[config.mk]
export PLATFORM = sky130hd
export DESIGN_NAME = joybus_pak_responder
export DESIGN_NICKNAME = d
export VERILOG_FILES = /design/src/rtl/core/jpr_pkg.sv /design/src/rtl/core/jpr_page_mem.sv /design/src/rtl/core/jpr_apb_regs.sv /design/src/rtl/core/joybus_pak_responder.sv
export SDC_FILE = /design/constraint.sdc
export NUM_CORES = 1
export LEC_CHECK = 0
export BUFFER_PORTS_ARGS = -buffer_cell sky130_fd_sc_hd__buf_2
export CORE_MARGIN = 2
export CORE_UTILIZATION = 50
export CTS_BUF_LIST = sky130_fd_sc_hd__clkbuf_4
export CTS_CLUSTER_DIAMETER = 150
export DETAILED_ROUTE_END_ITERATION = 8
export HOLD_SLACK_MARGIN = 0.15
export PLACE_DENSITY = 0.63
export SLEW_MARGIN = 20
export SYNTH_ARGS = -nofsm -noshare
export SYNTH_HDL_FRONTEND = slang
export SYNTH_HIERARCHICAL = 1
export SYNTH_SLANG_ARGS = --single-unit
export TNS_END_PERCENT = 10
[constraint.sdc]
create_clock -name clk -period 4.4 [get_ports clk]
set_input_delay 0 -clock clk [delete_from_list [all_inputs] [get_ports clk]]
set_output_delay 0 -clock clk [all_outputs]
set_load 0.02 [all_outputs]
[src/rtl/core/jpr_pkg.sv]
// Shared types, codes and helper functions for the joybus pak responder.
`timescale 1ns / 1ps
package jpr_pkg;

  localparam int PAGE_BYTES = 32;
  localparam int IDX_W      = 5;
  localparam int MEM_AW     = IDX_W + 1;
  localparam int HEX_START  = 6;
  localparam int LINE_MIN   = 70;
  localparam int POS_W      = 7;

  localparam logic [7:0]  CRC_POLY  = 8'h85;
  localparam logic [15:0] ADDR_MASK = 16'hFFE0;
  localparam logic [7:0]  MAGIC0    = 8'h52;
  localparam logic [7:0]  MAGIC1    = 8'h43;
  localparam logic [7:0]  CHAR_LF   = 8'h0A;
  localparam logic [7:0]  CHAR_CR   = 8'h0D;

  localparam logic [7:0] CMD_PROBE = 8'h00;
  localparam logic [7:0] CMD_POLL  = 8'h01;
  localparam logic [7:0] CMD_READ  = 8'h02;
  localparam logic [7:0] CMD_WRITE = 8'h03;
  localparam logic [7:0] CMD_RESET = 8'hFF;

  localparam logic [23:0] STATUS_RESET = 24'h050001;
  localparam logic [31:0] REPORT_RESET = 32'h00005042;
  localparam logic [15:0] SERVE_RESET  = 16'h8000;

  typedef enum logic [1:0] {
    KIND_BYTE = 2'd0,
    KIND_GAP  = 2'd1,
    KIND_HOST = 2'd2,
    KIND_NONE = 2'd3
  } kind_t;

  typedef enum logic [1:0] {
    REG_STATUS = 2'd0,
    REG_REPORT = 2'd1,
    REG_SERVE  = 2'd2,
    REG_NONE   = 2'd3
  } reg_idx_t;

  typedef enum logic [1:0] {
    REP_OK        = 2'd0,
    REP_BAD_MAGIC = 2'd1,
    REP_BAD_HEX   = 2'd2
  } report_t;

  typedef enum logic [2:0] {
    PH_IDLE,
    PH_RD_HI,
    PH_RD_LO,
    PH_WR_HI,
    PH_WR_LO,
    PH_WR_DATA
  } phase_t;

  typedef enum logic [1:0] {
    ST_IDLE,
    ST_SEND,
    ST_RD_ADDR,
    ST_RD_DATA
  } state_t;

  typedef enum logic [1:0] {
    SEL_STATUS,
    SEL_REPORT,
    SEL_SINGLE
  } send_sel_t;

  typedef struct packed {
    logic [23:0] status_reply;
    logic [31:0] report_reply;
    logic [15:0] serve_address;
  } cfg_t;

  function automatic logic [7:0] crc_byte(input logic [7:0] crc_in, input logic [7:0] d);
    logic [7:0] c;
    logic [7:0] tap;
    c = crc_in;
    for (int b = 7; b >= 0; b--) begin
      tap = c[7] ? CRC_POLY : 8'h00;
      c = {c[6:0], d[b]} ^ tap;
    end
    return c;
  endfunction

  function automatic logic [7:0] chain_char(input logic [2:0] p);
    logic [7:0] c;
    case (p)
      3'd0:    c = 8'h43;
      3'd1:    c = 8'h48;
      3'd2:    c = 8'h41;
      3'd3:    c = 8'h49;
      3'd4:    c = 8'h4E;
      3'd5:    c = 8'h3A;
      default: c = 8'h00;
    endcase
    return c;
  endfunction

  function automatic logic [4:0] hex_nibble(input logic [7:0] c);
    logic [4:0] r;
    if (c >= 8'h30 && c <= 8'h39) r = {1'b1, 4'(c - 8'h30)};
    else if (c >= 8'h41 && c <= 8'h46) r = {1'b1, 4'(c - 8'h37)};
    else if (c >= 8'h61 && c <= 8'h66) r = {1'b1, 4'(c - 8'h57)};
    else r = 5'd0;
    return r;
  endfunction

endpackage

[src/rtl/core/jpr_page_mem.sv]
// Two-bank page memory: served page and staging page, one write and one read port.
`timescale 1ns / 1ps
module jpr_page_mem (
  input  logic                      clk,
  input  logic                      wen,
  input  logic [jpr_pkg::MEM_AW-1:0] waddr,
  input  logic [7:0]                wdata,
  input  logic                      ren,
  input  logic [jpr_pkg::MEM_AW-1:0] raddr,
  output logic [7:0]                rdata
);

  logic [7:0] mem [2**jpr_pkg::MEM_AW];

  always_ff @(posedge clk) begin
    if (wen) begin
      mem[waddr] <= wdata;
    end
    if (ren) begin
      rdata <= mem[raddr];
    end
  end

endmodule

[src/rtl/core/jpr_apb_regs.sv]
// APB configuration registers: status reply, report reply, serve address.
`timescale 1ns / 1ps
module jpr_apb_regs (
  input  logic               clk,
  input  logic               rst,
  input  logic               psel,
  input  logic               penable,
  input  logic               pwrite,
  input  logic [3:0]         paddr,
  input  logic [31:0]        pwdata,
  output logic [31:0]        prdata,
  output logic               pready,
  output jpr_pkg::cfg_t      cfg
);

  logic             wr;
  jpr_pkg::reg_idx_t idx;

  assign pready = 1'b1;
  assign wr     = psel && penable && pwrite && pready;
  assign idx    = jpr_pkg::reg_idx_t'(paddr[3:2]);

  always_ff @(posedge clk) begin
    if (rst) begin
      cfg.status_reply  <= jpr_pkg::STATUS_RESET;
      cfg.report_reply  <= jpr_pkg::REPORT_RESET;
      cfg.serve_address <= jpr_pkg::SERVE_RESET;
    end else if (wr) begin
      unique case (idx)
        jpr_pkg::REG_STATUS: cfg.status_reply  <= pwdata[23:0];
        jpr_pkg::REG_REPORT: cfg.report_reply  <= pwdata;
        jpr_pkg::REG_SERVE:  cfg.serve_address <= pwdata[15:0];
        default: ;
      endcase
    end
  end

  always_comb begin
    unique case (idx)
      jpr_pkg::REG_STATUS: prdata = {8'h00, cfg.status_reply};
      jpr_pkg::REG_REPORT: prdata = cfg.report_reply;
      jpr_pkg::REG_SERVE:  prdata = {16'h0000, cfg.serve_address};
      default:             prdata = 32'h0;
    endcase
  end

endmodule

[src/rtl/core/joybus_pak_responder.sv]
// Top level: joybus frame handling, host line loader and reply sequencer.
//
//  channel  | dir | payload
//  s_axis   | in  | tdata: data_byte[7:0]; tuser: kind[1:0]
//  m_axis   | out | tdata: reply_byte[7:0], host_report[9:8]; tuser: channel; tlast
//  apb      | cfg | 0x0 status_reply, 0x4 report_reply, 0x8 serve_address
//
// One item at a time. Probe, reset and poll send one reply byte after another. A
// pak read passes through the accept, then a memory read step and an output step
// for each of the 32 page bytes, and then one step for the CRC byte.
// Output stalls hold the sequencer. Synchronous reset; the page memory is not cleared.
`timescale 1ns / 1ps
module joybus_pak_responder #(
  parameter int LINE_LIMIT = 79
) (
  input  logic        clk,
  input  logic        rst,
  input  logic        s_axis_tvalid,
  output logic        s_axis_tready,
  input  logic [7:0]  s_axis_tdata,   // data_byte[7:0]
  input  logic [1:0]  s_axis_tuser,   // kind[1:0]
  output logic        m_axis_tvalid,
  input  logic        m_axis_tready,
  output logic [15:0] m_axis_tdata,   // reply_byte[7:0], host_report[9:8], zeros above
  output logic        m_axis_tuser,   // channel
  output logic        m_axis_tlast,   // last_of_run
  input  logic        psel,
  input  logic        penable,
  input  logic        pwrite,
  input  logic [3:0]  paddr,
  input  logic [31:0] pwdata,
  output logic [31:0] prdata,
  output logic        pready
);

  jpr_pkg::cfg_t      cfg;
  jpr_pkg::state_t    state, state_next;
  jpr_pkg::phase_t    phase;
  jpr_pkg::send_sel_t send_sel;
  jpr_pkg::kind_t     kind;

  logic [5:0]  frame_count;
  logic [7:0]  address_high;
  logic [7:0]  running_crc;
  logic        page_valid;
  logic        bank;
  logic [jpr_pkg::POS_W-1:0] line_position;
  logic        prefix_matches, hex_good;
  logic [3:0]  high_nibble;
  logic        magic0, magic1;
  logic [1:0]  send_cnt;
  logic        single_chan;
  logic [7:0]  single_byte;
  logic [1:0]  single_rep;
  logic        rd_serve;
  logic [jpr_pkg::IDX_W-1:0] rd_idx;
  logic [7:0]  rd_crc;

  logic        in_acc, slot_free, emit;
  logic        e_chan, e_last;
  logic [7:0]  e_byte, rd_byte;
  logic [1:0]  e_rep;
  logic        go_send, go_read;
  logic [7:0]  b;
  logic [7:0]  wcrc;
  logic [5:0]  fc_inc;
  logic [4:0]  nib;
  logic [jpr_pkg::POS_W-1:0] hex_off;
  logic        is_eol, in_hex;
  logic        mem_wen, mem_ren;
  logic [jpr_pkg::MEM_AW-1:0] mem_waddr, mem_raddr;
  logic [7:0]  mem_wdata, mem_rdata;
  logic [15:0] rd_addr;

  jpr_apb_regs u_regs (
    .clk, .rst, .psel, .penable, .pwrite, .paddr, .pwdata, .prdata, .pready, .cfg
  );

  jpr_page_mem u_mem (
    .clk   (clk),
    .wen   (mem_wen),
    .waddr (mem_waddr),
    .wdata (mem_wdata),
    .ren   (mem_ren),
    .raddr (mem_raddr),
    .rdata (mem_rdata)
  );

  assign kind      = jpr_pkg::kind_t'(s_axis_tuser);
  assign b         = s_axis_tdata;
  assign in_acc    = s_axis_tvalid && s_axis_tready;
  assign slot_free = !m_axis_tvalid || m_axis_tready;
  assign wcrc      = jpr_pkg::crc_byte(running_crc, b);
  assign fc_inc    = frame_count + 6'd1;
  assign nib       = jpr_pkg::hex_nibble(b);
  assign hex_off   = line_position - jpr_pkg::POS_W'(jpr_pkg::HEX_START);
  assign is_eol    = (b == jpr_pkg::CHAR_LF) || (b == jpr_pkg::CHAR_CR);
  assign in_hex    = line_position >= jpr_pkg::POS_W'(jpr_pkg::HEX_START)
                     && line_position < jpr_pkg::POS_W'(jpr_pkg::LINE_MIN);
  assign rd_addr   = {address_high, b} & jpr_pkg::ADDR_MASK;
  assign rd_byte   = rd_serve ? mem_rdata : 8'h00;

  assign mem_wen   = in_acc && kind == jpr_pkg::KIND_HOST && !is_eol
                     && line_position < jpr_pkg::POS_W'(LINE_LIMIT)
                     && in_hex && nib[4] && line_position[0] && hex_good;
  assign mem_waddr = {!bank, hex_off[jpr_pkg::IDX_W:1]};
  assign mem_wdata = {high_nibble, nib[3:0]};
  assign mem_raddr = {bank, rd_idx};

  // Decode of the accepted item into what follows it.
  always_comb begin
    go_send = 1'b0;
    go_read = 1'b0;
    if (in_acc) begin
      if (kind == jpr_pkg::KIND_BYTE) begin
        unique case (phase)
          jpr_pkg::PH_IDLE:
            go_send = b == jpr_pkg::CMD_PROBE || b == jpr_pkg::CMD_RESET
                      || b == jpr_pkg::CMD_POLL;
          jpr_pkg::PH_RD_LO:   go_read = 1'b1;
          jpr_pkg::PH_WR_DATA: go_send = fc_inc >= 6'(jpr_pkg::PAGE_BYTES);
          default: ;
        endcase
      end else if (kind == jpr_pkg::KIND_HOST) begin
        go_send = is_eol && line_position >= jpr_pkg::POS_W'(jpr_pkg::LINE_MIN)
                  && prefix_matches;
      end
    end
  end

  always_comb begin
    state_next = state;
    unique case (state)
      jpr_pkg::ST_IDLE:
        if (go_send) state_next = jpr_pkg::ST_SEND;
        else if (go_read) state_next = jpr_pkg::ST_RD_ADDR;
      jpr_pkg::ST_SEND:
        if (slot_free && e_last) state_next = jpr_pkg::ST_IDLE;
      jpr_pkg::ST_RD_ADDR:
        state_next = jpr_pkg::ST_RD_DATA;
      jpr_pkg::ST_RD_DATA:
        if (slot_free) begin
          state_next = (rd_idx == jpr_pkg::IDX_W'(jpr_pkg::PAGE_BYTES - 1))
                       ? jpr_pkg::ST_SEND : jpr_pkg::ST_RD_ADDR;
        end
      default: state_next = jpr_pkg::ST_IDLE;
    endcase
  end

  always_comb begin
    s_axis_tready = state == jpr_pkg::ST_IDLE;
    mem_ren       = state == jpr_pkg::ST_RD_ADDR;
    emit          = slot_free && (state == jpr_pkg::ST_SEND || state == jpr_pkg::ST_RD_DATA);
    e_chan = 1'b0;
    e_byte = 8'h00;
    e_rep  = 2'd0;
    e_last = 1'b0;
    if (state == jpr_pkg::ST_RD_DATA) begin
      e_byte = rd_byte;
    end else begin
      case (send_sel)
        jpr_pkg::SEL_STATUS: begin
          case (send_cnt)
            2'd0:    e_byte = cfg.status_reply[23:16];
            2'd1:    e_byte = cfg.status_reply[15:8];
            default: e_byte = cfg.status_reply[7:0];
          endcase
          e_last = send_cnt == 2'd2;
        end
        jpr_pkg::SEL_REPORT: begin
          case (send_cnt)
            2'd0:    e_byte = cfg.report_reply[31:24];
            2'd1:    e_byte = cfg.report_reply[23:16];
            2'd2:    e_byte = cfg.report_reply[15:8];
            default: e_byte = cfg.report_reply[7:0];
          endcase
          e_last = send_cnt == 2'd3;
        end
        default: begin
          e_chan = single_chan;
          e_byte = single_byte;
          e_rep  = single_rep;
          e_last = 1'b1;
        end
      endcase
    end
  end

  always_ff @(posedge clk) begin
    if (rst) begin
      state          <= jpr_pkg::ST_IDLE;
      m_axis_tvalid  <= 1'b0;
      phase          <= jpr_pkg::PH_IDLE;
      frame_count    <= 6'd0;
      address_high   <= 8'h00;
      running_crc    <= 8'h00;
      page_valid     <= 1'b0;
      bank           <= 1'b0;
      line_position  <= '0;
      prefix_matches <= 1'b1;
      hex_good       <= 1'b1;
      high_nibble    <= 4'h0;
      send_cnt       <= 2'd0;
    end else begin
      state <= state_next;
      if (emit) begin
        m_axis_tvalid <= 1'b1;
        m_axis_tuser  <= e_chan;
        m_axis_tdata  <= {6'd0, e_rep, e_byte};
        m_axis_tlast  <= e_last;
      end else if (m_axis_tvalid && m_axis_tready) begin
        m_axis_tvalid <= 1'b0;
      end
      if (state == jpr_pkg::ST_SEND && slot_free) send_cnt <= send_cnt + 2'd1;
      if (state == jpr_pkg::ST_RD_DATA && slot_free) begin
        rd_crc      <= jpr_pkg::crc_byte(rd_crc, rd_byte);
        rd_idx      <= rd_idx + jpr_pkg::IDX_W'(1);
        send_sel    <= jpr_pkg::SEL_SINGLE;
        send_cnt    <= 2'd0;
        single_chan <= 1'b0;
        single_byte <= jpr_pkg::crc_byte(rd_crc, rd_byte);
        single_rep  <= jpr_pkg::REP_OK;
      end
      if (in_acc) begin
        send_cnt <= 2'd0;
        unique case (kind)
          jpr_pkg::KIND_BYTE: begin
            unique case (phase)
              jpr_pkg::PH_IDLE: begin
                if (b == jpr_pkg::CMD_POLL) send_sel <= jpr_pkg::SEL_REPORT;
                else send_sel <= jpr_pkg::SEL_STATUS;
                if (b == jpr_pkg::CMD_READ) phase <= jpr_pkg::PH_RD_HI;
                else if (b == jpr_pkg::CMD_WRITE) phase <= jpr_pkg::PH_WR_HI;
              end
              jpr_pkg::PH_RD_HI: begin
                address_high <= b;
                phase        <= jpr_pkg::PH_RD_LO;
              end
              jpr_pkg::PH_RD_LO: begin
                rd_serve <= page_valid
                            && rd_addr == (cfg.serve_address & jpr_pkg::ADDR_MASK);
                rd_idx   <= '0;
                rd_crc   <= 8'h00;
                phase    <= jpr_pkg::PH_IDLE;
              end
              jpr_pkg::PH_WR_HI: begin
                address_high <= b;
                phase        <= jpr_pkg::PH_WR_LO;
              end
              jpr_pkg::PH_WR_LO: begin
                running_crc <= 8'h00;
                frame_count <= 6'd0;
                phase       <= jpr_pkg::PH_WR_DATA;
              end
              jpr_pkg::PH_WR_DATA: begin
                running_crc <= wcrc;
                send_sel    <= jpr_pkg::SEL_SINGLE;
                single_chan <= 1'b0;
                single_byte <= wcrc;
                single_rep  <= jpr_pkg::REP_OK;
                if (fc_inc >= 6'(jpr_pkg::PAGE_BYTES)) begin
                  phase       <= jpr_pkg::PH_IDLE;
                  frame_count <= 6'd0;
                end else begin
                  frame_count <= fc_inc;
                end
              end
              default: phase <= jpr_pkg::PH_IDLE;
            endcase
          end
          jpr_pkg::KIND_GAP: begin
            phase       <= jpr_pkg::PH_IDLE;
            frame_count <= 6'd0;
          end
          jpr_pkg::KIND_HOST: begin
            if (is_eol) begin
              send_sel    <= jpr_pkg::SEL_SINGLE;
              single_chan <= 1'b1;
              single_byte <= 8'h00;
              if (!hex_good) begin
                single_rep <= jpr_pkg::REP_BAD_HEX;
              end else if (magic0 && magic1) begin
                single_rep <= jpr_pkg::REP_OK;
                if (go_send) begin
                  bank       <= !bank;
                  page_valid <= 1'b1;
                end
              end else begin
                single_rep <= jpr_pkg::REP_BAD_MAGIC;
              end
              line_position  <= '0;
              prefix_matches <= 1'b1;
              hex_good       <= 1'b1;
              high_nibble    <= 4'h0;
            end else if (line_position < jpr_pkg::POS_W'(LINE_LIMIT)) begin
              if (line_position < jpr_pkg::POS_W'(jpr_pkg::HEX_START)) begin
                if (b != jpr_pkg::chain_char(line_position[2:0])) prefix_matches <= 1'b0;
              end else if (in_hex) begin
                if (!nib[4]) hex_good <= 1'b0;
                else if (!line_position[0]) high_nibble <= nib[3:0];
              end
              if (mem_wen && hex_off[jpr_pkg::IDX_W:1] == jpr_pkg::IDX_W'(0))
                magic0 <= mem_wdata == jpr_pkg::MAGIC0;
              if (mem_wen && hex_off[jpr_pkg::IDX_W:1] == jpr_pkg::IDX_W'(1))
                magic1 <= mem_wdata == jpr_pkg::MAGIC1;
              line_position <= line_position + jpr_pkg::POS_W'(1);
            end
          end
          default: ;
        endcase
      end
    end
  end

endmodule

; Word level (Yosys, flattened, before mapping)
; Memory sizes are Yosys's and may differ from the RTL's. A register that Yosys moved wholly into a read port is not among the register bits.
; Cells that the tools add are included.
[totals]
latch_bits = 0
ff_bits = 158
ram_bits = 512
inputBits = 53
memories = 1
wordCells = 288
rom_bits = 0
[memory_table]
columns = name, words, word_bits, rd, rd_clocked_by_memory_dff, write_ports, line_no
row1 = u_mem.mem, 64, 8, 1, 1, 1, jpr_page_mem.sv:13  ; logic [7:0] mem [2**jpr_pkg::MEM_AW];
[classes]
n_div = 0
add_sub_neg = 8
n_bitwise = 18
n_reduce_logical = 70
mux = 108
multipliers = 0
order_cmp = 12
n_shift = 0
n_eq_ne = 42
[op_table]
columns = cell, count
row1 = two-way mux 8 bit, 32
row2 = bitwise XOR 8 bit, 16
row3 = one-hot mux 32 bit (3 select lines), 1
row4 = one-hot mux 8 bit (2 select lines), 4
row5 = one-hot mux 7 bit (6 select lines), 1
row6 = two-way mux 5 bit, 7
row7 = two-way mux 1 bit, 26
row8 = two-way mux 2 bit, 13
row9 = logical AND 1 bit, 25
row10 = two-way mux 4 bit, 6
row11 = one-hot mux 6 bit (2 select lines), 2
row12 = one-hot mux 8 bit (3 select lines), 1
row13 = AND reduction 6 bit, 4
row14 = "== test 8 x 2 -> 1 bit, second input constant", 2
row15 = "== test 8 x 4 -> 1 bit, second input constant", 2
row16 = "== test 8 x 7 -> 1 bit, second input constant", 2
row17 = "greater-or-equal comparator 8 x 7 -> 1 bit, second input constant", 2
row18 = "less-or-equal comparator 8 x 7 -> 1 bit, second input constant", 2
row19 = nonzero test 2 bit, 8
row20 = one-hot mux 3 bit (5 select lines), 1
row21 = AND reduction 3 bit, 5
row22 = "< comparator 7 bit, second input constant", 2
row23 = two-way mux 7 bit, 2
row24 = "== test 2 bit, second input constant", 6
row25 = other kinds (47), 86

; Longest topological paths before layout
; Gate-level depths: netlist (run 1).
[depth]
ltp_word = 20
depth_mapped = 12
ltp_nobuf = 10

; Modules after synthesis
; The synthesis (run 1) kept the hierarchy.
[by_module_without_submodules]
columns = module, area_each_um2, cells_each, seq_area_each_um2, n_inst
row1 = jpr_page_mem, 20270.7, 972, 15615.0, 1
row2 = joybus_pak_responder, 5756.8, 651, 2132.0, 1
row3 = jpr_apb_regs, 3569.7, 365, 1441.4, 1

; Least setup slack after synthesis (run 1)
; No wires, ideal clock.
[synth_timing]
path_type = in2reg
startpoint = input port s_axis_tdata[0]
endpoint = memory u_mem.mem[0][2] (data pin)
setup_slack_ns = 0.602
setup_time_ns = 0.549
arrival_time_ns = 3.249
required_time_ns = 3.851
cell_stages = 8
n_path_buf = 2
cell_sequence = clkbuf_1 inv_1 ha_1 o21bai_1 a2111oi_1 buf_2 or3_1 a21oi_1
[synth_between]
elab_chain_len = 5
elab_cells_between_ends = 15
cone_classes = add/sub: 3 / order compare: 6 / mux: 3 / reduce/logical: 3
[synth_rtl]
columns = element, line_no
row1 = start: declaration, joybus_pak_responder.sv:20  ; input logic [7:0] s_axis_tdata,
row2 = greater-or-equal comparator 8 x 7 -> 1 bit / less-or-equal comparator 8 x 7 -> 1 bit (equally long branches), jpr_pkg.sv:106  ; else if (c >= 8'h61 && c <= 8'h66) r = {1'b1, 4'(c - 8'h57)};
row3 = logical AND 1 bit, jpr_pkg.sv:106
row4 = two-way mux 5 bit, jpr_pkg.sv:106
row5 = two-way mux 5 bit, jpr_pkg.sv:105  ; else if (c >= 8'h41 && c <= 8'h46) r = {1'b1, 4'(c - 8'h37)};
row6 = two-way mux 5 bit (*), jpr_pkg.sv:104  ; if (c >= 8'h30 && c <= 8'h39) r = {1'b1, 4'(c - 8'h30)};
row7 = named net nib[2], joybus_pak_responder.sv:67  ; logic [4:0] nib;
row8 = end: declaration, jpr_page_mem.sv:13
; Mark *: on every way through the listed nets, which the timed path passes. The rest lies on a longest branch.

; Final worst setup path (run 1)
[layout_timing]
startpoint = input port s_axis_tdata[0]
endpoint = memory u_mem.mem[13][5], enable pin
[layout_between]
elab_chain_len = 11
elab_cells_between_ends = 24
cone_classes = order compare: 6 / eq/ne: 2 / mux: 5 / reduce/logical: 11
[layout_rtl]
columns = element, line_no
row1 = "parallel branches: the longest is 6 deep, another holds greater-or-equal comparator 8 x 7 -> 1 bit", n/a
row2 = logical AND 1 bit (*) (3 in series), joybus_pak_responder.sv:105  ; && in_hex && nib[4] && line_position[0] && hex_good;
row3 = named net mem_wen, joybus_pak_responder.sv:70  ; logic mem_wen, mem_ren;
row4 = two-way mux 1 bit (*), jpr_page_mem.sv:16  ; if (wen) begin
row5 = two-way mux 1 bit (not written as such) (*), jpr_page_mem.sv:17  ; mem[waddr] <= wdata;
; Mark *: on every way through the listed nets, which the timed path passes.

==> results of run 1 <==
## state kept, by name, summed over array words and instances, names as in the netlist, 3 cells and up
name	count
address_high	8
rd_idx	5
u_mem/mem	512
frame_count	6
u_regs/cfg	72
rd_crc	8
m_axis_tdata	10
high_nibble	4
running_crc	8
phase	3
u_mem/rdata	8
single_byte	8
line_position	7
## metal layers
| metal | wire, um | global-route usage | vias up | share of wire |
|---|---|---|---|---|
| li1 | - | - | 8460 | - |
| met1 | 31160 | 0.3292 | 9462 | 0.42 |
| met2 | 36590 | 0.4114 | 766 | 0.49 |
| met3 | 4830 | 0.04938 | 134 | 0.065 |
| met4 | 2282 | 0.1067 | 0 | 0.030 |
| met5 | 0 | 0 | - | 0 |
## logic make-up (layout without fill, tap and decap cells)
group,Yosys count,in the layout,synth area share
simple gates,549,549,0.09486
xor+xnor,65,65,0.02109
other cells,2,11,0.0002537
mux,260,260,0.1405
flops,678,678,0.6483
fa+ha+maj,22,22,0.009300
buf+inv,162,646,0.02824
compound gates,250,250,0.05741
## Yosys cell counts (8+ instances only)
| cell type | n | share of area |
|---|---|---|
| edfxtp_1 | 561 | 0.57 |
| nor2_1 | 176 | 0.022 |
| mux2i_1 | 132 | 0.045 |
| mux4_2 | 124 | 0.094 |
| dfxtp_1 | 117 | 0.079 |
| nand2b_1 | 107 | 0.023 |
| nand2_1 | 97 | 0.012 |
| clkbuf_1 | 67 | 0.0085 |
| a21oi_1 | 49 | 0.0083 |
| xnor2_1 | 47 | 0.014 |
| o21ai_0 | 46 | 0.0078 |
| nand3_1 | 32 | 0.0054 |
| o22ai_1 | 31 | 0.0066 |
| inv_1 | 28 | 0.0036 |
| buf_2 | 26 | 0.0044 |
| nor3_1 | 24 | 0.0041 |
| ha_1 | 22 | 0.0093 |
| buf_4 | 19 | 0.0048 |
| and2_1 | 16 | 0.0034 |
| nand4_1 | 16 | 0.0034 |
| a211oi_1 | 15 | 0.0038 |
| a22oi_1 | 15 | 0.0038 |
| nor2b_1 | 15 | 0.0032 |
| xor2_1 | 14 | 0.0041 |
| a31oi_1 | 12 | 0.0025 |
| and3_1 | 9 | 0.0019 |
| buf_6 | 9 | 0.0034 |
| a221oi_1 | 8 | 0.0024 |
| a222oi_1 | 8 | 0.0027 |
| nand3b_1 | 8 | 0.0020 |
| or2_2 | 8 | 0.0017 |
| or3_1 | 8 | 0.0017 |
## worst max-delay path: stages
cell and delay, ns:
dlygate4sd3_1 0.51, dlygate4sd3_1 0.54, buf_2 0.23, dlygate4sd3_1 0.72, inv_1 0.16, ha_1 0.23
nor3b_1 0.16, a311oi_4 0.44, o21ai_0 0.19, nor2_1 0.24, buf_4 0.21, inv_1 0.08
or2_1 0.41, nor2_1 0.68
## final timing paths
| kind | startpoint | end | slack [ns] | cells after the start |
|---|---|---|---|---|
| max | s_axis_tdata[0] | u_mem/mem[13][5] | 0.20 | 14 |
| min | s_axis_tdata[3] | magic1 | 0.26 | 6 |
| max reg2reg | line_position[2] | u_mem/mem[13][5] | 0.48 | 9 |
| min reg2reg | page_valid | page_valid | 0.46 | 2 |
## final cells by class
type / count / area [um2]
sequential: 678 / 19190
clock inverter: 52 / 284.0
timing repair buffer: 319 / 2580
fill: 4575 / 24200
antenna: 4 / 10.01
clock buffer: 245 / 1839
multi-input combinational: 1153 / 9613
inverter: 30 / 112.6
tap: 773 / 967.2
## through the flow
stage	instance area (um2)	util	instances	setup WS (ns)	hold slack, ns
6_report	34600	0.5885	3254	0.2009	0.2612
5_1_grt	34600	0.5885	3254	0.01997	0.2342
4_1_cts	34590	0.5882	3250	0.2803	0.1546
3_5_place_dp	30950	0.5264	2803	0.5505	0.2709
3_3_place_gp	30950	0.5264	2803	0.6133	0.2542
2_1_floorplan	29620	-	1993	0.6023	0.09661
## where the power goes
part / switching [mW] / internal [mW] / leakage (nW)
clock: 2.58 / 2.59 / 1.26
sequential: 0.0398 / 6.91 / 6.70
combinational: 0.414 / 0.325 / 4.68
total: 3.03 / 9.83 / 12.6
## cells in the final DEF (no fill, tap or decap), types with 9 or more instances in the layout
cell type	count
clkinv_1	33
inv_1	28
buf_2	95
o22ai_1	31
nor2b_1	15
nand4_1	16
ha_1	22
nor3_1	24
mux2i_1	132
buf_4	71
a211oi_1	15
xnor2_1	47
mux4_2	124
a31oi_1	12
nor2_1	175
nand2b_1	107
nand2_1	97
a22oi_1	15
and3_1	9
a21oi_1	48
xor2_1	14
and2_1	16
o21ai_0	46
dlygate4sd3_1	149
dfxtp_1	113
edfxtp_1	561
nand3_1	32
clkbuf_4	245
## timing repair
item,in CTS,in global routing
setup endpoints to repair,0,2
resized for setup,0,1
hold buffers,150,0
hold endpoints to repair,317,0
==> qor.txt, run 1 <==
Outcome -> finished, final reports clean
Arr. time, crit path -> 4.82 ns
Mapped Area -> 0.02960 mm2
Pwr Total -> 12.86 mW
Seq/Total Area, Yosys -> 0.6483
Worst-Skew Late Latency -> 1.04 ns
Synth Area per Inst -> 14.89 um2
Total setup buffers inserted after CTS -> 0
Synthesized instance count -> 1988
IO Pins -> 106
Clock Tree Root -> clkbuf_4
Antenna violations before repair -> 2
Clock tree buffer depth -> 3
CTS tree -> done
Detailed placement HPWL -> 46.46 mm
Asr flop ratio synth -> 0
CORE AREA -> 0.05880 mm2
Seq cells post-synth -> 678
Leak -> 12.64 nW
Routed Antenna Nets -> 0
Setup TNS -> 0 ns
Measured slew at the worst slew-check pin -> 1.122 ns
P per Cell Area -> 371.7 mW/mm2
Period minus WS final -> 4.199 ns
Die ar. -> 0.06116 mm2
Rows -> 89
Total congestion overflow -> 0
RSZ-0062 raised after global routing -> false
Final setup fails -> 0
CTS buffer count -> 171
Clock transition at path regs -> 0.07 ns
Final Skew -> 0.06755 ns
TritonRoute pass-1 iters -> 6
Critical Path Start Type -> input port
Routed via count -> 18.82k
Initial core utilization -> 0.5034
Port buffer count -> 96
Share of cells above drive strength 1 -> 0.2418
CTS H-tree lvls -> 4
Largest net degree at the start of global routing -> 72
Crit path max fanout -> 9
Max-slew violations -> 0
Area grow syn2layout -> 16.90%
Fin nets -> 2428
Vias in the first global route -> 19.19k
Fin crit share -> 0.9543
Crit Path Category -> input port to flip-flop
Routability cong. -> 0.8381
CTS Sinks -> 678
Maximum VDD drop -> 0.0002239 V
First-pass GRT wire length -> 113.9 mm
Remaining DRCs -> 0
Yosys Warn Count -> 6
Die Width -> 247.3 um
DR vias/cell -> 5.784
WL/cell -> 23.01 um
Critical Path End Type -> flip-flop
Worst EP required -> 5.02 ns
Hold Path Class -> input port to flip-flop
Ys flop type -> edfxtp_1
Number of synthesized flops with an enable pin -> 561
Slew headroom -> 0.2494
WL final -> 74.87 mm
Iteration-0 DRC Markers -> 1962
GRT Resource Usage Total -> 0.2512
Max-cap violations -> 0
Synth unique cells -> 80
Fmax -> 238.1 MHz
DIE HEIGHT -> 247.3 um
Hold Fails Final Rpt -> 0
Note: power is estimated with default switching activity, not from simulation.
==> run 2: changes to the inputs <==
--- a/config.mk
+++ b/config.mk
@@ -12,7 +12,7 @@
 export CTS_CLUSTER_DIAMETER = 150
 export DETAILED_ROUTE_END_ITERATION = 8
 export HOLD_SLACK_MARGIN = 0.15
-export PLACE_DENSITY = 0.63
+export PLACE_DENSITY_LB_ADDON = 0.25
 export SLEW_MARGIN = 20
 export SYNTH_ARGS = -nofsm -noshare
 export SYNTH_HDL_FRONTEND = slang
==> constraint.sdc (replaced) <==
create_clock -name clk -period 4.4 [get_ports clk]
set_input_delay 0 -clock clk [delete_from_list [all_inputs] [get_ports clk]]
set_output_delay 0 -clock clk [all_outputs]
set_load 0.005 [all_outputs]
==> qor.txt, run 2 (same netlist as run 1, synthesis figures left out) <==
Port buffer count -> 96 (unchanged)
CTS Hold Bufs -> 144 (was 150)
Detailed placement HPWL -> 46.64 mm (was 46.46 mm)
Pwr Total -> 13.15 mW (was 12.86 mW)
P per Cell Area -> 377.5 mW/mm2 (was 371.7 mW/mm2)
GRT Resource Usage Total -> 0.2463 (was 0.2512)
Vias in the first global route -> 18.87k (was 19.19k)
First-pass GRT wire length -> 112.4 mm (was 113.9 mm)
Commonest cells after routing, fill and taps aside -> 561 x edfxtp_1, 243 x clkbuf_4, 176 x nor2_1, 143 x dlygate4sd3_1, 132 x mux2i_1 (was 561 x edfxtp_1, 245 x clkbuf_4, 175 x nor2_1, 149 x dlygate4sd3_1, 132 x mux2i_1)
Total setup buffers inserted after CTS -> 0 (unchanged)
Post-Place Worst Slack -> 0.7098 ns (was 0.5505 ns)
Area grow syn2layout -> 17.70% (was 16.90%)
Leak -> 12.81 nW (was 12.64 nW)
Worst-Skew Late Latency -> 1.00 ns (was 1.04 ns)
Clock tree buffer depth -> 3 (unchanged)
Initial core utilization -> 0.5034 (unchanged)
Clock transition at path regs -> 0.06 ns (was 0.07 ns)
Max-slew violations -> 0 (unchanged)
Worst Hold Slack -> 0.2575 ns (was 0.2612 ns)
Share of cells above drive strength 1 -> 0.2480 (was 0.2418)
DIE HEIGHT -> 247.3 um (unchanged)
Measured slew at the worst slew-check pin -> 1.076 ns (was 1.122 ns)
Iteration-0 DRC Markers -> 1812 (was 1962)
CP max stage delay -> 0.74 ns (was 0.72 ns)
Fillers -> 4580 (was 4575)
Worst EP required -> 5.00 ns (was 5.02 ns)
Routability cong. -> 0.8639 (was 0.8381)
CTS H-tree lvls -> 4 (unchanged)
PnR worst setup slack -> 0.2459 ns (was 0.2009 ns)
Die ar. -> 0.06116 mm2 (unchanged)
Cell mode on critical path -> dlygate4sd3_1 (unchanged)
Hold Path Class -> input port to flip-flop (unchanged)
Outcome -> finished, final reports clean (unchanged)
Placed insts -> 2825 (was 2803)
Most flops, register -> u_mem/mem (unchanged)
Rows -> 89 (unchanged)
Crit Path Category -> input port to flip-flop (unchanged)
Fin util -> 0.5925 (was 0.5885)
Worst-path cell chain -> dlygate4sd3_1, dlygate4sd3_1, buf_2, dlygate4sd3_1, inv_1, ha_1, nor3b_1, a311oi_4, o21ai_0, nor2_1, buf_4, inv_1, or2_2, nor2_1 (was dlygate4sd3_1, dlygate4sd3_1, buf_2, dlygate4sd3_1, inv_1, ha_1, nor3b_1, a311oi_4, o21ai_0, nor2_1, buf_4, inv_1, or2_1, nor2_1)
Antenna violations before repair -> 1 (was 2)
Max-cap violations -> 0 (unchanged)
Critical Path End Type -> flip-flop (unchanged)
Crit path max fanout -> 9 (unchanged)
Critical path's top delay family -> buffers and inverters (unchanged)
Period minus WS final -> 4.154 ns (was 4.199 ns)
IO Pins -> 106 (unchanged)
Maximum VDD drop -> 0.0002467 V (was 0.0002239 V)
Slowest CP cell -> dlygate4sd3_1 (unchanged)
Worst path bufs/invs -> 7 (unchanged)
RSZ-0062 raised after global routing -> false (unchanged)
Routed Antenna Nets -> 0 (unchanged)
Top Registers -> u_mem/mem (512), u_regs/cfg (72), m_axis_tdata (10) (unchanged)
Remaining DRCs -> 0 (unchanged)
Clock Tree Root -> clkbuf_4 (unchanged)
CTS tree -> done (unchanged)
Placed cell area -> 0.03110 mm2 (was 0.03095 mm2)
WL/cell -> 22.57 um (was 23.01 um)
Most common cell after layout, fill and taps aside -> edfxtp_1 (unchanged)
Slew headroom -> 0.2828 (was 0.2494)
Hold Fails Final Rpt -> 0 (unchanged)
Largest net degree at the start of global routing -> 119 (was 72)
Finished Layout Cells -> 3278 (was 3254)
Arr. time, crit path -> 4.75 ns (was 4.82 ns)
Fin crit share -> 0.9441 (was 0.9543)
WL final -> 73.98 mm (was 74.87 mm)
Final Skew -> 0.07593 ns (was 0.06755 ns)
Critical Path Start Type -> input port (unchanged)
Max reg flops -> 512 (unchanged)
TritonRoute pass-1 iters -> 6 (unchanged)
Routed via count -> 18.90k (was 18.82k)
# resized after CTS -> 0 (unchanged)
CORE AREA -> 0.05880 mm2 (unchanged)
Post-Layout Inst Area -> 0.03484 mm2 (was 0.03460 mm2)
Fmax -> 240.7 MHz (was 238.1 MHz)
Final setup fails -> 0 (unchanged)
Setup TNS -> 0 ns (unchanged)
DR vias/cell -> 5.765 (was 5.784)
Fin nets -> 2446 (was 2428)
Die Width -> 247.3 um (unchanged)
CTS Sinks -> 678 (unchanged)
Total congestion overflow -> 0 (unchanged)
CTS buffer count -> 172 (was 171)
run 2: worst reg2reg max path, stage by stage (launching register included):
cell,delay [ns]
dfxtp_1,0.44
ha_1,0.39
nor4_1,0.65
xnor2_1,0.27
o21ai_0,0.21
nor2_1,0.18
buf_4,0.19
inv_1,0.09
or2_2,0.46
nor2_1,0.57
run 2: worst paths after layout:
| path | slack [ns] | startpoint | to | depth (start not counted) |
|---|---|---|---|---|
| worst max-delay path | 0.25 | s_axis_tdata[0] | u_mem/mem[59][3] | 14 |
| worst min-delay path | 0.26 | s_axis_tuser[0] | phase[0] | 6 |
| worst max register to register | 0.56 | line_position[2] | u_mem/mem[59][3] | 9 |
| worst min register to register | 0.46 | page_valid | page_valid | 2 |
run 2: where the power goes:
group	internal (mW)	total, mW	leakage [nW]	switching [mW]
sequential	6.91	6.96	6.70	0.0481
clock	2.91	5.48	1.33	2.57
combinational	0.328	0.713	4.78	0.385
run 2: area by class of cell:
cell class              count  area, um2  share of cell area
flip-flops and latches    678      19190              0.5509
clock buffers             243       1824             0.05237
repair buffers            336       2688             0.07715
inverters                  30      112.6            0.003232
diodes                      1      2.502          0.00007183
well taps                 773      967.2             0.02776
clock inverters            64      439.2             0.01261
multi-input cells        1153       9610              0.2759
run 2: routing by layer:
| metal | GRT usage | share of wire | up-vias |
|---|---|---|---|
| met5 | 0 | 0 | - |
| met1 | 0.3292 | 0.41 | 9442 |
| met2 | 0.3905 | 0.48 | 860 |
| li1 | - | - | 8477 |
| met3 | 0.06099 | 0.081 | 120 |
| met4 | 0.09616 | 0.030 | 0 |
==> run 3: changes to the inputs <==
--- a/config.mk
+++ b/config.mk
@@ -6,6 +6,7 @@
 export NUM_CORES = 1
 export LEC_CHECK = 0
 export BUFFER_PORTS_ARGS = -buffer_cell sky130_fd_sc_hd__buf_2
+export CAP_MARGIN = 20
 export CORE_MARGIN = 2
 export CORE_UTILIZATION = 50
 export CTS_BUF_LIST = sky130_fd_sc_hd__clkbuf_4
@@ -13,9 +14,8 @@
 export DETAILED_ROUTE_END_ITERATION = 8
 export HOLD_SLACK_MARGIN = 0.15
 export PLACE_DENSITY_LB_ADDON = 0.25
-export SLEW_MARGIN = 20
+export SLEW_MARGIN = 40
 export SYNTH_ARGS = -nofsm -noshare
 export SYNTH_HDL_FRONTEND = slang
-export SYNTH_HIERARCHICAL = 1
 export SYNTH_SLANG_ARGS = --single-unit
 export TNS_END_PERCENT = 10
==> qor.txt, run 3 <==
Die Width -> 242.4 um (was 247.3 um)
Yosys top cell area share -> 0.5930 (was 0.5692)
Max reg flops -> 512 (unchanged)
Leak -> 11.32 nW (was 12.81 nW)
Most common cell after layout, fill and taps aside -> edfxtp_1 (unchanged)
Routability cong. -> 0.9305 (was 0.8639)
Max-cap violations -> 0 (unchanged)
GRT Resource Usage Total -> 0.2472 (was 0.2463)
Period minus WS final -> 4.094 ns (was 4.154 ns)
Die ar. -> 0.05874 mm2 (was 0.06116 mm2)
Number of synthesized flops with an enable pin -> 561 (unchanged)
Final Skew -> 0.06916 ns (was 0.07593 ns)
Finished Layout Cells -> 3198 (was 3278)
Synth area leader -> edfxtp_1 (unchanged)
CTS H-tree lvls -> 4 (unchanged)
Clock Tree Root -> clkbuf_4 (unchanged)
Synth Area per Inst -> 14.64 um2 (was 14.89 um2)
Most flops, register -> u_mem.mem (was u_mem/mem)
CTS tree -> done (unchanged)
Placed cell area -> 0.03000 mm2 (was 0.03110 mm2)
Share of cells above drive strength 1 -> 0.2468 (was 0.2480)
Register area -> 0.01919 mm2 (unchanged)
Total setup buffers inserted after CTS -> 0 (unchanged)
CTS Sinks -> 678 (unchanged)
DIE HEIGHT -> 242.4 um (was 247.3 um)
Crit path max fanout -> 11 (was 9)
IO Pins -> 106 (unchanged)
Rows -> 87 (was 89)
CTS buffer count -> 173 (was 172)
Maximum VDD drop -> 0.0003280 V (was 0.0002467 V)
WL final -> 71.73 mm (was 73.98 mm)
Antenna violations before repair -> 2 (was 1)
P per Cell Area -> 386.7 mW/mm2 (was 377.5 mW/mm2)
Placed insts -> 2742 (was 2825)
CP max stage delay -> 0.73 ns (was 0.74 ns)
Clock tree buffer depth -> 3 (unchanged)
Arr. time, crit path -> 4.75 ns (about the same)
# resized after CTS -> 0 (unchanged)
Yosys Warn Count -> 0 (was 6)
Worst EP required -> 5.05 ns (was 5.00 ns)
Area occupied by multi-input gates -> 0.008766 mm2 (was 0.009610 mm2)
Detailed placement HPWL -> 43.83 mm (was 46.64 mm)
Final setup fails -> 0 (unchanged)
Initial core utilization -> 0.5048 (was 0.5034)
Clock transition at path regs -> 0.06 ns (about the same)
CORE AREA -> 0.05628 mm2 (was 0.05880 mm2)
Routed Antenna Nets -> 0 (unchanged)
Port buffer count -> 96 (unchanged)
Ys flop type -> edfxtp_1 (unchanged)
Fin nets -> 2378 (was 2446)
Hold Path Class -> input port to flip-flop (unchanged)
Area grow syn2layout -> 18.59% (was 17.70%)
Synthesized instance count -> 1940 (was 1988)
Seq/Total Area, Yosys -> 0.6754 (was 0.6483)
Crit Path Category -> flip-flop to flip-flop (was input port to flip-flop)
Max-slew violations -> 0 (unchanged)
Seq cells post-synth -> 678 (unchanged)
Fillers -> 4294 (was 4580)
Setup TNS -> 0 ns (unchanged)
Asr flop ratio synth -> 0 (unchanged)
Mapped Area -> 0.02841 mm2 (was 0.02960 mm2)
Post-Layout Inst Area -> 0.03369 mm2 (was 0.03484 mm2)
First-pass GRT wire length -> 110.1 mm (was 112.4 mm)
Largest net degree at the start of global routing -> 83 (was 119)
RSZ-0062 raised after global routing -> false (unchanged)
Hold Fails Final Rpt -> 0 (unchanged)
Slowest CP cell -> nor2_1 (was dlygate4sd3_1)
Most frequent cells after synthesis -> 561 x edfxtp_1, 245 x nand2_1, 150 x nor2_1 (was 561 x edfxtp_1, 176 x nor2_1, 132 x mux2i_1)
Synth area leaders -> edfxtp_1 59%, mux4_2 10%, dfxtp_1 8.2% (was edfxtp_1 57%, mux4_2 9.4%, dfxtp_1 7.9%)
Measured slew at the worst slew-check pin -> 0.8586 ns (was 1.076 ns)
Fmax -> 244.2 MHz (was 240.7 MHz)
Count leader, synth -> edfxtp_1 (unchanged)
Iteration-0 DRC Markers -> 1672 (was 1812)
Commonest cells after routing, fill and taps aside -> 561 x edfxtp_1, 259 x clkbuf_4, 245 x nand2_1, 148 x nor2_1, 142 x dlygate4sd3_1 (was 561 x edfxtp_1, 243 x clkbuf_4, 176 x nor2_1, 143 x dlygate4sd3_1, 132 x mux2i_1)
Worst-Skew Late Latency -> 1.07 ns (was 1.00 ns)
Vias in the first global route -> 18.71k (was 18.87k)
CTS Hold Bufs -> 144 (unchanged)
Synth unique cells -> 65 (was 80)
Fin crit share -> 0.9306 (was 0.9441)
Top Registers -> u_mem.mem (512), u_regs.cfg (72), m_axis_tdata (10) (was u_mem/mem (512), u_regs/cfg (72), m_axis_tdata (10))
TritonRoute pass-1 iters -> 8 (was 6)
Slew headroom -> 0.4276 (was 0.2828)
Worst Hold Slack -> 0.2445 ns (was 0.2575 ns)
Routed via count -> 18.52k (was 18.90k)
Outcome -> finished, final reports clean (unchanged)
Critical Path End Type -> flip-flop (unchanged)
Worst-path cell chain -> or3b_1, nor2_2, dlygate4sd3_1, nand3_1, nor3b_2, nand2_1, nor2_1 (was dlygate4sd3_1, dlygate4sd3_1, buf_2, dlygate4sd3_1, inv_1, ha_1, nor3b_1, a311oi_4, o21ai_0, nor2_1, buf_4, inv_1, or2_2, nor2_1)
Remaining DRCs -> 0 (unchanged)
WL/cell -> 22.43 um (was 22.57 um)
Critical Path Start Type -> flip-flop (was input port)
Pwr Total -> 13.03 mW (was 13.15 mW)
DR vias/cell -> 5.790 (was 5.765)
Total congestion overflow -> 0 (unchanged)
-- run 3: cell types whose count changed in the layout (fill, tap and decap cells not counted), sizes merged, moves of 26 or more --
cell	delta
buf	-27
a21oi	+80
nand2b	-90
nand2	+148
a22oi	+34
nor2	-26
mux2i	-79
-- run 3: routing by layer --
layer  global-route usage  vias up  wire (um)
li1                     -     8250          -
met1               0.3238     9176      28750
met2               0.3995      915      34590
met3              0.04919      175       5620
met4               0.1162        0       2771
met5                    0        -          0
-- run 3: cell type report --
class	count	share of cell area
Multi-Input combinational cell	1131	0.2602
Sequential cell	678	0.5697
Tap cell	756	0.02807
Clock inverter	46	0.008393
Inverter	13	0.001448
Clock buffer	259	0.05771
Antenna cell	7	0.0005199
Timing Repair Buffer	308	0.07401
-- run 3: final timing paths --
| kind | startpoint | end | slack [ns] | depth (start not counted) |
|---|---|---|---|---|
| max | state[1] | u_mem.mem[59][2] | 0.31 | 7 |
| min | s_axis_tdata[1] | prefix_matches | 0.24 | 6 |
| max reg2reg | state[1] | u_mem.mem[59][2] | 0.31 | 7 |
| min reg2reg | u_regs.cfg[2] | u_regs.cfg[2] | 0.46 | 2 |
-- run 3: power breakdown --
part	internal (mW)	switching (mW)	total, mW
Clock	2.77	2.60	5.37
Combinational	0.303	0.386	0.689
Sequential	6.92	0.0438	6.97
-- run 3: cells by family after synthesis --
kind of cell	count (synthesis)	share of synthesized area
AOI/OAI and AO/OA	308	0.06831
xor gates and xnor gates	70	0.02158
adders and majority gates	20	0.008808
buffers and inverters	136	0.01938
DFF	678	0.6754
muxes	186	0.1221
other	2	0.0002643
and+or+nand+nor	540	0.08412
-- run 3: critical path, delay by kind of cell (launching register included) --
| kind | cells | cell delay [ns] |
|---|---|---|
| DFF | 1 | 0.41 |
| and+or+nand+nor | 6 | 2.60 |
| buffers and inverters | 1 | 0.70 |
-- run 3: per-stage QoR --
step / setup WS, ns / util
CTS: 0.3448 / 0.5982
finish: 0.3056 / 0.5987
detailed placement: 0.8424 / 0.5330
floorplan: 0.5063 / -
global placement: 0.9521 / 0.5327
global route: 0.06393 / 0.5986
